`src/rtl/core/digital_clock_controller_macros.svh`:
```
// Assertion macros shared by the clock controller RTL.
`ifndef DIGITAL_CLOCK_CONTROLLER_MACROS_SVH
`define DIGITAL_CLOCK_CONTROLLER_MACROS_SVH

// Condition that must hold at every clock edge outside reset.
`define DCC_ASSERT_ALWAYS(lbl, clk, rst, cond, msg) \
  lbl: assert property (@(posedge clk) disable iff (rst) (cond)) else $error(msg);

// Consequent that must hold in the same cycle as the antecedent.
`define DCC_ASSERT_IMP(lbl, clk, rst, ante, cons, msg) \
  lbl: assert property (@(posedge clk) disable iff (rst) (ante) |-> (cons)) else $error(msg);

`endif

```
`src/rtl/core/dcc_pkg.sv`:
```
// Shared types, constants and helper functions of the clock controller.
package dcc_pkg;

  typedef enum logic [1:0] {
    EV_NONE,
    EV_SHORT,
    EV_LONG
  } key_ev_t;

  typedef enum logic [1:0] {
    KP_IDLE,
    KP_FIRST,
    KP_HELD,
    KP_LIFT
  } key_phase_t;

  typedef struct packed {
    key_ev_t ev;
    logic    kick;
    logic    exit_ok;
  } key_evt_t;

  typedef struct packed {
    logic set_mode;
    logic saving;
    logic swap_view;
    logic await_release;
  } mode_t;

  typedef struct packed {
    logic [9:0]  ticks_per_second;
    logic [7:0]  long_press_scans;
    logic [15:0] powersave_ticks;
    logic [9:0]  setting_exit_scans;
    logic [6:0]  dot_half_period;
    logic [3:0]  display_divider;
    logic [3:0]  scan_divider;
  } cfg_t;

  typedef struct packed {
    logic [4:0] h;
    logic [5:0] m;
  } hm_t;

  localparam logic [2:0] REG_TICKS_PER_SECOND   = 3'd0;
  localparam logic [2:0] REG_LONG_PRESS_SCANS   = 3'd1;
  localparam logic [2:0] REG_POWERSAVE_TICKS    = 3'd2;
  localparam logic [2:0] REG_SETTING_EXIT_SCANS = 3'd3;
  localparam logic [2:0] REG_DOT_HALF_PERIOD    = 3'd4;
  localparam logic [2:0] REG_DISPLAY_DIVIDER    = 3'd5;
  localparam logic [2:0] REG_SCAN_DIVIDER       = 3'd6;

  localparam cfg_t CFG_RESET = '{
    ticks_per_second:   10'd956,
    long_press_scans:   8'd200,
    powersave_ticks:    16'd3000,
    setting_exit_scans: 10'd500,
    dot_half_period:    7'd100,
    display_divider:    4'd5,
    scan_divider:       4'd10
  };

  localparam logic [9:0] RELEASED_CAP       = 10'd520;
  localparam logic [6:0] MINUTES_PER_HOUR   = 7'd60;
  localparam logic [6:0] SECONDS_PER_MINUTE = 7'd60;
  localparam logic [5:0] HOURS_PER_DAY      = 6'd24;
  localparam logic [7:0] SEG_BLANK          = 8'hff;
  localparam logic [7:0] DP_CLEAR_MASK      = 8'h7f;

  function automatic logic [7:0] seg_of(input logic [3:0] d);
    logic [7:0] s;
    case (d)
      4'd0: s = 8'hc0;
      4'd1: s = 8'hf9;
      4'd2: s = 8'ha4;
      4'd3: s = 8'hb0;
      4'd4: s = 8'h99;
      4'd5: s = 8'h92;
      4'd6: s = 8'h82;
      4'd7: s = 8'hf8;
      4'd8: s = 8'h80;
      4'd9: s = 8'h90;
      default: s = SEG_BLANK;
    endcase
    return s;
  endfunction

  // Tens digit of a value below 64 by reciprocal multiply.
  function automatic logic [3:0] tens_of(input logic [5:0] v);
    logic [9:0] p;
    p = {4'd0, v} * 10'd13;
    return {1'b0, p[9:7]};
  endfunction

  function automatic logic [3:0] units_of(input logic [5:0] v);
    logic [5:0] t;
    t = {2'd0, tens_of(v)} * 6'd10;
    return 4'(v - t);
  endfunction

  function automatic hm_t bump_minute(input hm_t t);
    hm_t        r;
    logic [6:0] ms;
    logic [5:0] hs;
    ms = {1'b0, t.m} + 7'd1;
    hs = {1'b0, t.h};
    if (ms >= MINUTES_PER_HOUR) begin
      ms = '0;
      hs = hs + 6'd1;
      if (hs >= HOURS_PER_DAY) begin
        hs = '0;
      end
    end
    r.m = ms[5:0];
    r.h = hs[4:0];
    return r;
  endfunction

endpackage

```
`src/rtl/core/dcc_key.sv`:
```
// Key scan divider and debounce state machine producing press events.
module dcc_key
  import dcc_pkg::*;
(
  input  logic       clk,
  input  logic       rst,
  input  logic       fire,
  input  logic       released,
  input  logic       await_release,
  input  logic [7:0] long_press_scans,
  input  logic [9:0] setting_exit_scans,
  input  logic [3:0] scan_divider,
  output key_evt_t   evt
);

  logic [3:0] scan_div_count, scan_div_count_next;
  key_phase_t key_phase, key_phase_next;
  logic [7:0] hold_count, hold_count_next;
  logic [9:0] released_count, released_count_next;

  always_ff @(posedge clk) begin
    if (rst) begin
      scan_div_count <= '0;
      key_phase      <= KP_IDLE;
      hold_count     <= '0;
      released_count <= '0;
    end else if (fire) begin
      scan_div_count <= scan_div_count_next;
      key_phase      <= key_phase_next;
      hold_count     <= hold_count_next;
      released_count <= released_count_next;
    end
  end

  always_comb begin
    scan_div_count_next = scan_div_count + 4'd1;
    key_phase_next      = key_phase;
    hold_count_next     = hold_count;
    released_count_next = released_count;
    evt.ev              = EV_NONE;
    evt.kick            = 1'b0;
    if (scan_div_count_next >= scan_divider) begin
      scan_div_count_next = '0;
      if (!await_release) begin
        if (released) begin
          if (released_count < RELEASED_CAP) begin
            released_count_next = released_count + 10'd1;
          end
        end else begin
          released_count_next = '0;
        end
        case (key_phase)
          KP_IDLE: begin
            if (!released) key_phase_next = KP_FIRST;
          end
          KP_FIRST: begin
            if (!released) begin
              key_phase_next = KP_HELD;
              evt.ev         = EV_SHORT;
              evt.kick       = 1'b1;
            end else begin
              key_phase_next = KP_IDLE;
            end
          end
          KP_HELD: begin
            if (!released) begin
              if (hold_count < long_press_scans) begin
                hold_count_next = hold_count + 8'd1;
              end else begin
                evt.ev   = EV_LONG;
                evt.kick = 1'b1;
              end
            end else begin
              key_phase_next = KP_LIFT;
            end
          end
          KP_LIFT: begin
            if (released) begin
              key_phase_next  = KP_IDLE;
              hold_count_next = '0;
            end else begin
              key_phase_next = KP_HELD;
            end
          end
          default: key_phase_next = KP_IDLE;
        endcase
      end
    end
    evt.exit_ok = released_count_next > setting_exit_scans;
  end

endmodule

```
`src/rtl/core/dcc_time.sv`:
```
// Tick prescaler and hours, minutes and seconds counters.
module dcc_time
  import dcc_pkg::*;
(
  input  logic       clk,
  input  logic       rst,
  input  logic       fire,
  input  logic       bump,
  input  logic [9:0] ticks_per_second,
  output hm_t        hm,
  output logic [5:0] seconds,
  output hm_t        hm_next,
  output logic [5:0] seconds_next
);

  logic [9:0] tick_count, tick_count_next;
  logic [6:0] sec_sum;
  logic       sec_carry;
  hm_t        hm_mid;

  always_ff @(posedge clk) begin
    if (rst) begin
      tick_count <= '0;
      seconds    <= '0;
      hm         <= '0;
    end else if (fire) begin
      tick_count <= tick_count_next;
      seconds    <= seconds_next;
      hm         <= hm_next;
    end
  end

  always_comb begin
    tick_count_next = tick_count + 10'd1;
    sec_sum         = {1'b0, seconds};
    sec_carry       = 1'b0;
    if (tick_count_next >= ticks_per_second) begin
      tick_count_next = '0;
      sec_sum         = sec_sum + 7'd1;
      if (sec_sum >= SECONDS_PER_MINUTE) begin
        sec_sum   = '0;
        sec_carry = 1'b1;
      end
    end
    seconds_next = sec_sum[5:0];
    hm_mid       = sec_carry ? bump_minute(hm) : hm;
    hm_next      = bump ? bump_minute(hm_mid) : hm_mid;
  end

endmodule

```
`src/rtl/core/dcc_disp.sv`:
```
// Digit multiplexer, dot flasher and segment drive of the display.
module dcc_disp
  import dcc_pkg::*;
(
  input  logic       clk,
  input  logic       rst,
  input  logic       fire,
  input  hm_t        hm,
  input  logic [5:0] seconds,
  input  mode_t      mode,
  input  logic [3:0] display_divider,
  input  logic [6:0] dot_half_period,
  output logic [7:0] segment_reg_next,
  output logic [3:0] enable_reg_next
);

  logic [3:0] display_div_count, display_div_count_next;
  logic [1:0] digit_index, digit_index_next;
  logic [7:0] dot_count, dot_count_next;
  logic       dots_visible, dots_visible_next;
  logic [7:0] segment_reg;
  logic [3:0] enable_reg;
  logic [5:0] hi, lo;
  logic [3:0] digit;
  logic [7:0] seg;

  always_ff @(posedge clk) begin
    if (rst) begin
      display_div_count <= '0;
      digit_index       <= '0;
      dot_count         <= '0;
      dots_visible      <= 1'b1;
      segment_reg       <= SEG_BLANK;
      enable_reg        <= '0;
    end else if (fire) begin
      display_div_count <= display_div_count_next;
      digit_index       <= digit_index_next;
      dot_count         <= dot_count_next;
      dots_visible      <= dots_visible_next;
      segment_reg       <= segment_reg_next;
      enable_reg        <= enable_reg_next;
    end
  end

  always_comb begin
    hi = mode.swap_view ? hm.m : {1'b0, hm.h};
    lo = mode.swap_view ? seconds : hm.m;
    case (digit_index)
      2'd0:    digit = units_of(lo);
      2'd1:    digit = tens_of(lo);
      2'd2:    digit = units_of(hi);
      2'd3:    digit = tens_of(hi);
      default: digit = units_of(lo);
    endcase
    seg = seg_of(digit);

    display_div_count_next = display_div_count + 4'd1;
    digit_index_next       = digit_index;
    dot_count_next         = dot_count;
    dots_visible_next      = dots_visible;
    segment_reg_next       = segment_reg;
    enable_reg_next        = enable_reg;
    if (display_div_count_next >= display_divider) begin
      display_div_count_next = '0;
      if (mode.set_mode) begin
        dot_count_next = dot_count + 8'd1;
        if (dot_count_next == {1'b0, dot_half_period}) begin
          dots_visible_next = 1'b0;
        end
        if (dot_count_next == {dot_half_period, 1'b0}) begin
          dot_count_next    = '0;
          dots_visible_next = 1'b1;
        end
      end else begin
        dot_count_next    = '0;
        dots_visible_next = 1'b1;
      end
      enable_reg_next = '0;
      if (!mode.saving) begin
        if (!digit_index[1] && dots_visible_next) begin
          seg = seg & DP_CLEAR_MASK;
        end
        segment_reg_next = seg;
        enable_reg_next  = 4'b0001 << digit_index;
      end
      digit_index_next = digit_index + 2'd1;
    end
  end

endmodule

```
`src/rtl/core/dcc_ctrl.sv`:
```
// Mode control: view swap, set mode, release wait and power-save timer.
module dcc_ctrl
  import dcc_pkg::*;
(
  input  logic        clk,
  input  logic        rst,
  input  logic        fire,
  input  logic        released,
  input  logic        wake,
  input  key_evt_t    evt,
  input  logic [15:0] powersave_ticks,
  output mode_t       mode,
  output mode_t       mode_next,
  output logic        bump
);

  logic [15:0] idle_count, idle_count_next;
  logic        run_mode;

  always_ff @(posedge clk) begin
    if (rst) begin
      idle_count <= '0;
      mode       <= '0;
    end else if (fire) begin
      idle_count <= idle_count_next;
      mode       <= mode_next;
    end
  end

  always_comb begin
    mode_next       = mode;
    idle_count_next = idle_count;
    bump            = 1'b0;
    if (evt.kick) begin
      mode_next.saving = 1'b0;
      idle_count_next  = '0;
    end
    if (idle_count_next < powersave_ticks) begin
      idle_count_next = idle_count_next + 16'd1;
    end else if (!mode.set_mode && wake) begin
      mode_next.saving = 1'b1;
      idle_count_next  = '0;
    end
    run_mode = 1'b1;
    if (mode.await_release) begin
      if (released) mode_next.await_release = 1'b0;
      else run_mode = 1'b0;
    end
    if (run_mode) begin
      if (!mode.set_mode) begin
        if (evt.ev == EV_SHORT) begin
          mode_next.swap_view = !mode.swap_view;
        end else if (evt.ev == EV_LONG) begin
          mode_next.set_mode = 1'b1;
          if (!released) mode_next.await_release = 1'b1;
        end
      end else begin
        if (evt.ev != EV_NONE) begin
          mode_next.swap_view = 1'b0;
          bump                = 1'b1;
        end
        if (evt.exit_ok) mode_next.set_mode = 1'b0;
      end
      if (!mode_next.await_release && mode_next.saving && !wake) begin
        mode_next.saving = 1'b0;
        idle_count_next  = '0;
      end
    end
  end

endmodule

```
`src/rtl/core/digital_clock_controller.sv`:
```
// Top level of the digital clock controller: register port, tick stage and result register.
// Each input beat is one 1 ms tick carrying the key level and the wake line; each accepted
// beat yields exactly one result beat with the display drive, the time and the mode flags
// as they stand after that tick. A beat is taken into an input register and worked by short
// logic into the result register, so the block sustains one beat per clock while the result
// side is not stalled; a stall on the result side holds the input register while the result
// waits. Registers lie at byte offsets 4*i in the order ticks_per_second, long_press_scans,
// powersave_ticks, setting_exit_scans, dot_half_period, display_divider, scan_divider; the
// user must write them only while idle, and the block itself does not enforce this.
`include "digital_clock_controller_macros.svh"
module digital_clock_controller
  import dcc_pkg::*;
(
  input  logic        clk,
  input  logic        rst,
  input  logic        psel,
  input  logic        penable,
  input  logic        pwrite,
  input  logic [4:0]  paddr,
  input  logic [31:0] pwdata,
  output logic [31:0] prdata,
  output logic        pready,
  input  logic        in_valid,
  output logic        in_ready,
  input  logic        key_released,
  input  logic        wake_line,
  output logic        out_valid,
  input  logic        out_ready,
  output logic [7:0]  segments,
  output logic [3:0]  digit_enable,
  output logic [4:0]  hours,
  output logic [5:0]  minutes,
  output logic [5:0]  seconds,
  output logic        setting_mode,
  output logic        power_save
);

  cfg_t       cfg;
  logic       stage_valid;
  logic       stage_key;
  logic       stage_wake;
  logic       fire;
  key_evt_t   evt;
  mode_t      mode, mode_next;
  logic       bump;
  hm_t        hm, hm_next;
  logic [5:0] sec_now, sec_next;
  logic [7:0] segment_next;
  logic [3:0] enable_next;

  assign pready = 1'b1;

  always_ff @(posedge clk) begin
    if (rst) begin
      cfg <= CFG_RESET;
    end else if (psel && penable && pwrite) begin
      case (paddr[4:2])
        REG_TICKS_PER_SECOND:   cfg.ticks_per_second   <= pwdata[9:0];
        REG_LONG_PRESS_SCANS:   cfg.long_press_scans   <= pwdata[7:0];
        REG_POWERSAVE_TICKS:    cfg.powersave_ticks    <= pwdata[15:0];
        REG_SETTING_EXIT_SCANS: cfg.setting_exit_scans <= pwdata[9:0];
        REG_DOT_HALF_PERIOD:    cfg.dot_half_period    <= pwdata[6:0];
        REG_DISPLAY_DIVIDER:    cfg.display_divider    <= pwdata[3:0];
        REG_SCAN_DIVIDER:       cfg.scan_divider       <= pwdata[3:0];
        default: ;
      endcase
    end
  end

  always_comb begin
    case (paddr[4:2])
      REG_TICKS_PER_SECOND:   prdata = {22'd0, cfg.ticks_per_second};
      REG_LONG_PRESS_SCANS:   prdata = {24'd0, cfg.long_press_scans};
      REG_POWERSAVE_TICKS:    prdata = {16'd0, cfg.powersave_ticks};
      REG_SETTING_EXIT_SCANS: prdata = {22'd0, cfg.setting_exit_scans};
      REG_DOT_HALF_PERIOD:    prdata = {25'd0, cfg.dot_half_period};
      REG_DISPLAY_DIVIDER:    prdata = {28'd0, cfg.display_divider};
      REG_SCAN_DIVIDER:       prdata = {28'd0, cfg.scan_divider};
      default:                prdata = '0;
    endcase
  end

  assign fire     = stage_valid && (!out_valid || out_ready);
  assign in_ready = !stage_valid || fire;

  always_ff @(posedge clk) begin
    if (rst) begin
      stage_valid <= 1'b0;
    end else if (in_ready) begin
      stage_valid <= in_valid;
    end
  end

  always_ff @(posedge clk) begin
    if (in_valid && in_ready) begin
      stage_key  <= key_released;
      stage_wake <= wake_line;
    end
  end

  dcc_key u_key (
    .clk                (clk),
    .rst                (rst),
    .fire               (fire),
    .released           (stage_key),
    .await_release      (mode.await_release),
    .long_press_scans   (cfg.long_press_scans),
    .setting_exit_scans (cfg.setting_exit_scans),
    .scan_divider       (cfg.scan_divider),
    .evt                (evt)
  );

  dcc_ctrl u_ctrl (
    .clk             (clk),
    .rst             (rst),
    .fire            (fire),
    .released        (stage_key),
    .wake            (stage_wake),
    .evt             (evt),
    .powersave_ticks (cfg.powersave_ticks),
    .mode            (mode),
    .mode_next       (mode_next),
    .bump            (bump)
  );

  dcc_time u_time (
    .clk              (clk),
    .rst              (rst),
    .fire             (fire),
    .bump             (bump),
    .ticks_per_second (cfg.ticks_per_second),
    .hm               (hm),
    .seconds          (sec_now),
    .hm_next          (hm_next),
    .seconds_next     (sec_next)
  );

  dcc_disp u_disp (
    .clk              (clk),
    .rst              (rst),
    .fire             (fire),
    .hm               (hm),
    .seconds          (sec_now),
    .mode             (mode),
    .display_divider  (cfg.display_divider),
    .dot_half_period  (cfg.dot_half_period),
    .segment_reg_next (segment_next),
    .enable_reg_next  (enable_next)
  );

  always_ff @(posedge clk) begin
    if (rst) begin
      out_valid <= 1'b0;
    end else if (fire) begin
      out_valid <= 1'b1;
    end else if (out_ready) begin
      out_valid <= 1'b0;
    end
  end

  always_ff @(posedge clk) begin
    if (fire) begin
      segments     <= segment_next;
      digit_enable <= enable_next;
      hours        <= hm_next.h;
      minutes      <= hm_next.m;
      seconds      <= sec_next;
      setting_mode <= mode_next.set_mode;
      power_save   <= mode_next.saving;
    end
  end

  `DCC_ASSERT_IMP(a_digit_onehot, clk, rst, out_valid, $onehot0(digit_enable), "digit select not one-hot")
  `DCC_ASSERT_IMP(a_time_range, clk, rst, out_valid, (hours <= 5'd23) && (minutes <= 6'd59) && (seconds <= 6'd59), "time out of range")
  `DCC_ASSERT_IMP(a_no_overwrite, clk, rst, out_valid && !out_ready, !fire, "result overwritten while stalled")
  `DCC_ASSERT_ALWAYS(a_await_in_set, clk, rst, !mode.await_release || mode.set_mode, "release wait outside set mode")

endmodule
```
`config.mk`:
```
export PLATFORM = sky130hd
export DESIGN_NAME = digital_clock_controller
export DESIGN_NICKNAME = d
export VERILOG_FILES = /design/src/rtl/core/dcc_pkg.sv /design/src/rtl/core/dcc_key.sv /design/src/rtl/core/dcc_time.sv /design/src/rtl/core/dcc_disp.sv /design/src/rtl/core/dcc_ctrl.sv /design/src/rtl/core/digital_clock_controller.sv
export VERILOG_INCLUDE_DIRS = /design/src /design/src/rtl/core
export SDC_FILE = /design/constraint.sdc
export NUM_CORES = 1
export LEC_CHECK = 0
export BUFFER_PORTS_ARGS = -buffer_cell sky130_fd_sc_hd__buf_2
export CORE_ASPECT_RATIO = 1.5
export CORE_MARGIN = 8
export CORE_UTILIZATION = 63
export CTS_BUF_LIST = sky130_fd_sc_hd__clkbuf_8
export DETAILED_ROUTE_END_ITERATION = 10
export PLACE_DENSITY = 0.92
export SKIP_LAST_GASP = 1
export SLEW_MARGIN = 15
export SYNTH_ARGS = -nofsm -noshare
export SYNTH_HDL_FRONTEND = slang
export SYNTH_SLANG_ARGS = --single-unit
```
`constraint.sdc`:
```
create_clock -name clk -period 7.2 [get_ports clk]
set_input_delay 0.36 -clock clk [delete_from_list [all_inputs] [get_ports clk]]
set_output_delay 0.36 -clock clk [all_outputs]
set_load 0.03 [all_outputs]
```
==> metrics.md <==
| Metric | Value |
|---|---|
| # nets final | approximately 1.7k |
| Die Height | 190 um |
| Core box area | between 15000 and 20000 um^2 |
| Max capacitance violation total | 0 |
| Via/cell ratio | roughly 6.3 |
| Top FF cell, synth | dfxtp_1 |
| Clock H-tree levels | 4 |
| Clock buffer depth | 2 |
| Clk pin slew, worst setup/hold paths | ~90 ps |
| Worst R2R Setup Slack | 1400 ps |
| Worst r2r src | u_ctrl.mode[1] |
| Fin crit period | 5800 ps |
| # diodes | 0 |
| Hold/Removal Path Class | in -> reg |
| CTS root buf | clkbuf_8 |
| Total power | ~2.3 mW |
| Drt first pass iters | 7 |
| Post CTS Setup Buffer Count | 0 |
| PD cells | 169 nW/um^2 |
| Critical path, cell by cell | mux2_2, ha_1, inv_1, fa_1, inv_1, ha_1, and4_1, nand2_1, o21ai_0, xor2_1, ha_1, inv_1, fa_1, xnor2_1, xnor2_1, xnor2_1, o2bb2ai_1, nor2b_1, nor2_1, a22o_1 |
| Setup Crit Path Kind | reg -> reg |
| Worst Hold End | stage_key |
| Mean routed wirelength per cell | between 15 and 20 um |
| Leak | slightly below 6 nW |
| Final core utilization | 68.8% |
| Sequential power share | 49.3% |
| Worst Path Arrival | between 6000 and 7000 ps |
| Tightest Pin Transition | approximately 1100 ps |
| Final critical-path share of the clock period | 80.5% |
| Share of cells above drive strength 1 | around a tenth |
| Max_slew headroom | 23.8% |
| Post-synthesis async set-or-reset flop share | 0% |
| Synthesis Warnings | 0 |
| Mapped Area | around 13000 um^2 |
| GP Congestion | 0.945 |
| Drt total wl | between 30 and 40 mm |
| Placed Area | 13100 um^2 |
| DRT iter0 DRCs | between 900 and 1k |
| Cell Rows | 63 |
| Post-Syn Instances | ~1.5k |
| Area growth from synthesis to layout | 7.42% |
| Seq cells post-synth | approximately 190 |
| Top Registers | cfg x59, u_ctrl.idle_count x16, u_time.hm x11 |
| Yosys cell types | 88 |
| Final ANT Viol Nets | 0 |
| CTS sink cnt | between 150 and 200 |
| CP Max Fanout | 14 |
| Hold path cells | 1 |
| TritonCTS Buffers | 17 |
| CTS hold repair buffers | 0 |
| Final Hold Vio Count | 0 |
| Hold path startpoint | key_released |
| Clock share of power | roughly 40% |
| Startpoint Class | flip-flop |
| Status | complete, no violations |
| R2r endpoint | segments[0] |
| Width of the die | 132 um |
| Int Pwr | around 1.7 mW |
| First-pass GRT wire length | roughly 54 mm |
| Setup repair after global routing missed its margin | no |
| Sw Share | between 20% and 30% |
| Fin area | about 14000 um^2 |
| Fmax | around 0.17 GHz |
| Initial Utilization | ~64% |
| Total negative slack | 0 ps |
| Largest net degree at the start of global routing | between 80 and 90 |
| Tot GR Track Use | approximately a quarter |
| Reg2reg path depth | 20 |
| Total number of vias | about 12k |
| Io pins | ~110 |
| Antenna violations before repair | 0 |
| Final Slew Violations | 0 |
| Slowest cell on the critical path | dfxtp_1 |
| Critical path buffers and inverters | 3 |
| WHS | a little over 50 ps |
| DIE AREA | between 20000 and 25000 um^2 |
| Comb power frac | a little under an eighth |
| Crit-path max cell delay | around 770 ps |
| Seq/Total Area, Yosys | between 30% and 40% |
| Overflow after GRT | 0 |
| Worst Clk Skew | around 16 ps |
| Largest delay share family, worst path | adder cells |
| Commonest cells after routing, fill and taps aside | 203 x nand2_1, 159 x dfxtp_1, 120 x nor2_1, 109 x inv_1, 107 x ha_1 |
| Vias in the first global route | 11.7k |
| Critical Path RT | 7440 ps |
| Setup violations, final | 0 |
| # resized after CTS | 0 |
| DRC viols | 0 |
| CTS tree | yes |
| Worst vdd ir | roughly 0.22 mV |
| Post-synth EDFFs | 33 |
| Syn Area/Cell | between 8 and 9 um^2 |
| Most common cell after layout, fill and taps aside | nand2_1 |
| Fill cells | approximately 1.5k |
| IO Port Bufs | 76 |
| Max reg flops | about 60 |
| Biggest register | cfg |
| CP endpoint kind | flip-flop |
| DP Wirelength | 24.1 mm |
| Clk_lat worst skew | around 490 ps |
| Switch Pwr | between 0.6 and 0.7 mW |
## power groups by stage
stage	logic, mW	registers [mW]	clock network, mW
floorplan	0.188	1.16	0
finish	0.269	1.13	0.893
CTS	0.265	1.13	0.896
detailed placement	0.262	1.16	0
global placement	0.252	1.15	0
global route	0.294	1.13	0.941
## worst reg2reg max path: cells and delay by family, from the launching register on
| family | cells | cell delay (ps) |
|---|---|---|
| buf+inv | 3 | 140 |
| fa+ha+maj | 5 | 1670 |
| mux | 1 | 470 |
| flops | 1 | 770 |
| compound gates | 3 | 1010 |
| simple gates | 4 | 640 |
| xor+xnor | 4 | 850 |
## metrics by stage
step / instances / worst slack, ps
after floorplan: 1549 / 1900
after global placement: 1805 / 1620
after detailed placement: 1805 / 1470
after CTS: 1837 / 1450
after global routing: 1837 / 937
final: 1837 / 1400
## layer usage
metal  track usage, %  vias to the layer above  wire length (um)
li1                 -                     5443                 -
met1             25.0                     5459             11700
met2             46.8                      546             16700
met3             6.10                      175              2200
met4             22.7                        0              2690
met5                0                        -                 0
## worst max-delay path by stage
stage,from,end,cells past startpoint
after global placement,u_ctrl.mode[1],segments[0],19
after CTS,u_ctrl.mode[1],segments[0],19
final,u_ctrl.mode[1],segments[0],20
after global routing,u_ctrl.mode[1],u_disp.segment_reg[0],19
after floorplan,u_ctrl.mode[1],segments[0],20
after detailed placement,u_ctrl.mode[1],segments[0],19
## logic make-up (layout without fill, tap and decap cells)
logic type,Yosys count,count (layout),share of synthesized area [%]
xor gates and xnor gates,64,64,4.54
buffers and inverters,199,227,6.49
and+or+nand+nor,543,543,20.1
adders and majority gates,113,113,11.5
other,2,17,0.0593
AOI/OAI and AO/OA,356,356,18.6
DFF,192,192,33.0
muxes,65,65,5.80
## final cells by class
| cell class | instances | area (um^2) | area share [%] |
|---|---|---|---|
| Multi-Input combinational cell | 1158 | 7740 | 56.9 |
| Timing Repair Buffer | 85 | 448 | 3.29 |
| Inverter | 110 | 413 | 3.04 |
| Clock inverter | 14 | 259 | 1.90 |
| Clock buffer | 18 | 248 | 1.82 |
| Sequential cell | 192 | 4170 | 30.7 |
| Tap cell | 260 | 325 | 2.39 |
## cells in the mapped netlist (all sizes together) (33+ instances only)
| cell | n | area (um^2) |
|---|---|---|
| mux2i | 43 | 430 |
| clkbuf | 59 | 221 |
| dfxtp | 159 | 3180 |
| nor2 | 122 | 460 |
| o211ai | 34 | 255 |
| inv | 109 | 409 |
| ha | 107 | 1340 |
| a21oi | 94 | 470 |
| nand2 | 203 | 762 |
| edfxtp | 33 | 991 |
| nand3 | 48 | 245 |
| o21ai | 91 | 459 |
Note: power is estimated with default switching activity, not from simulation.
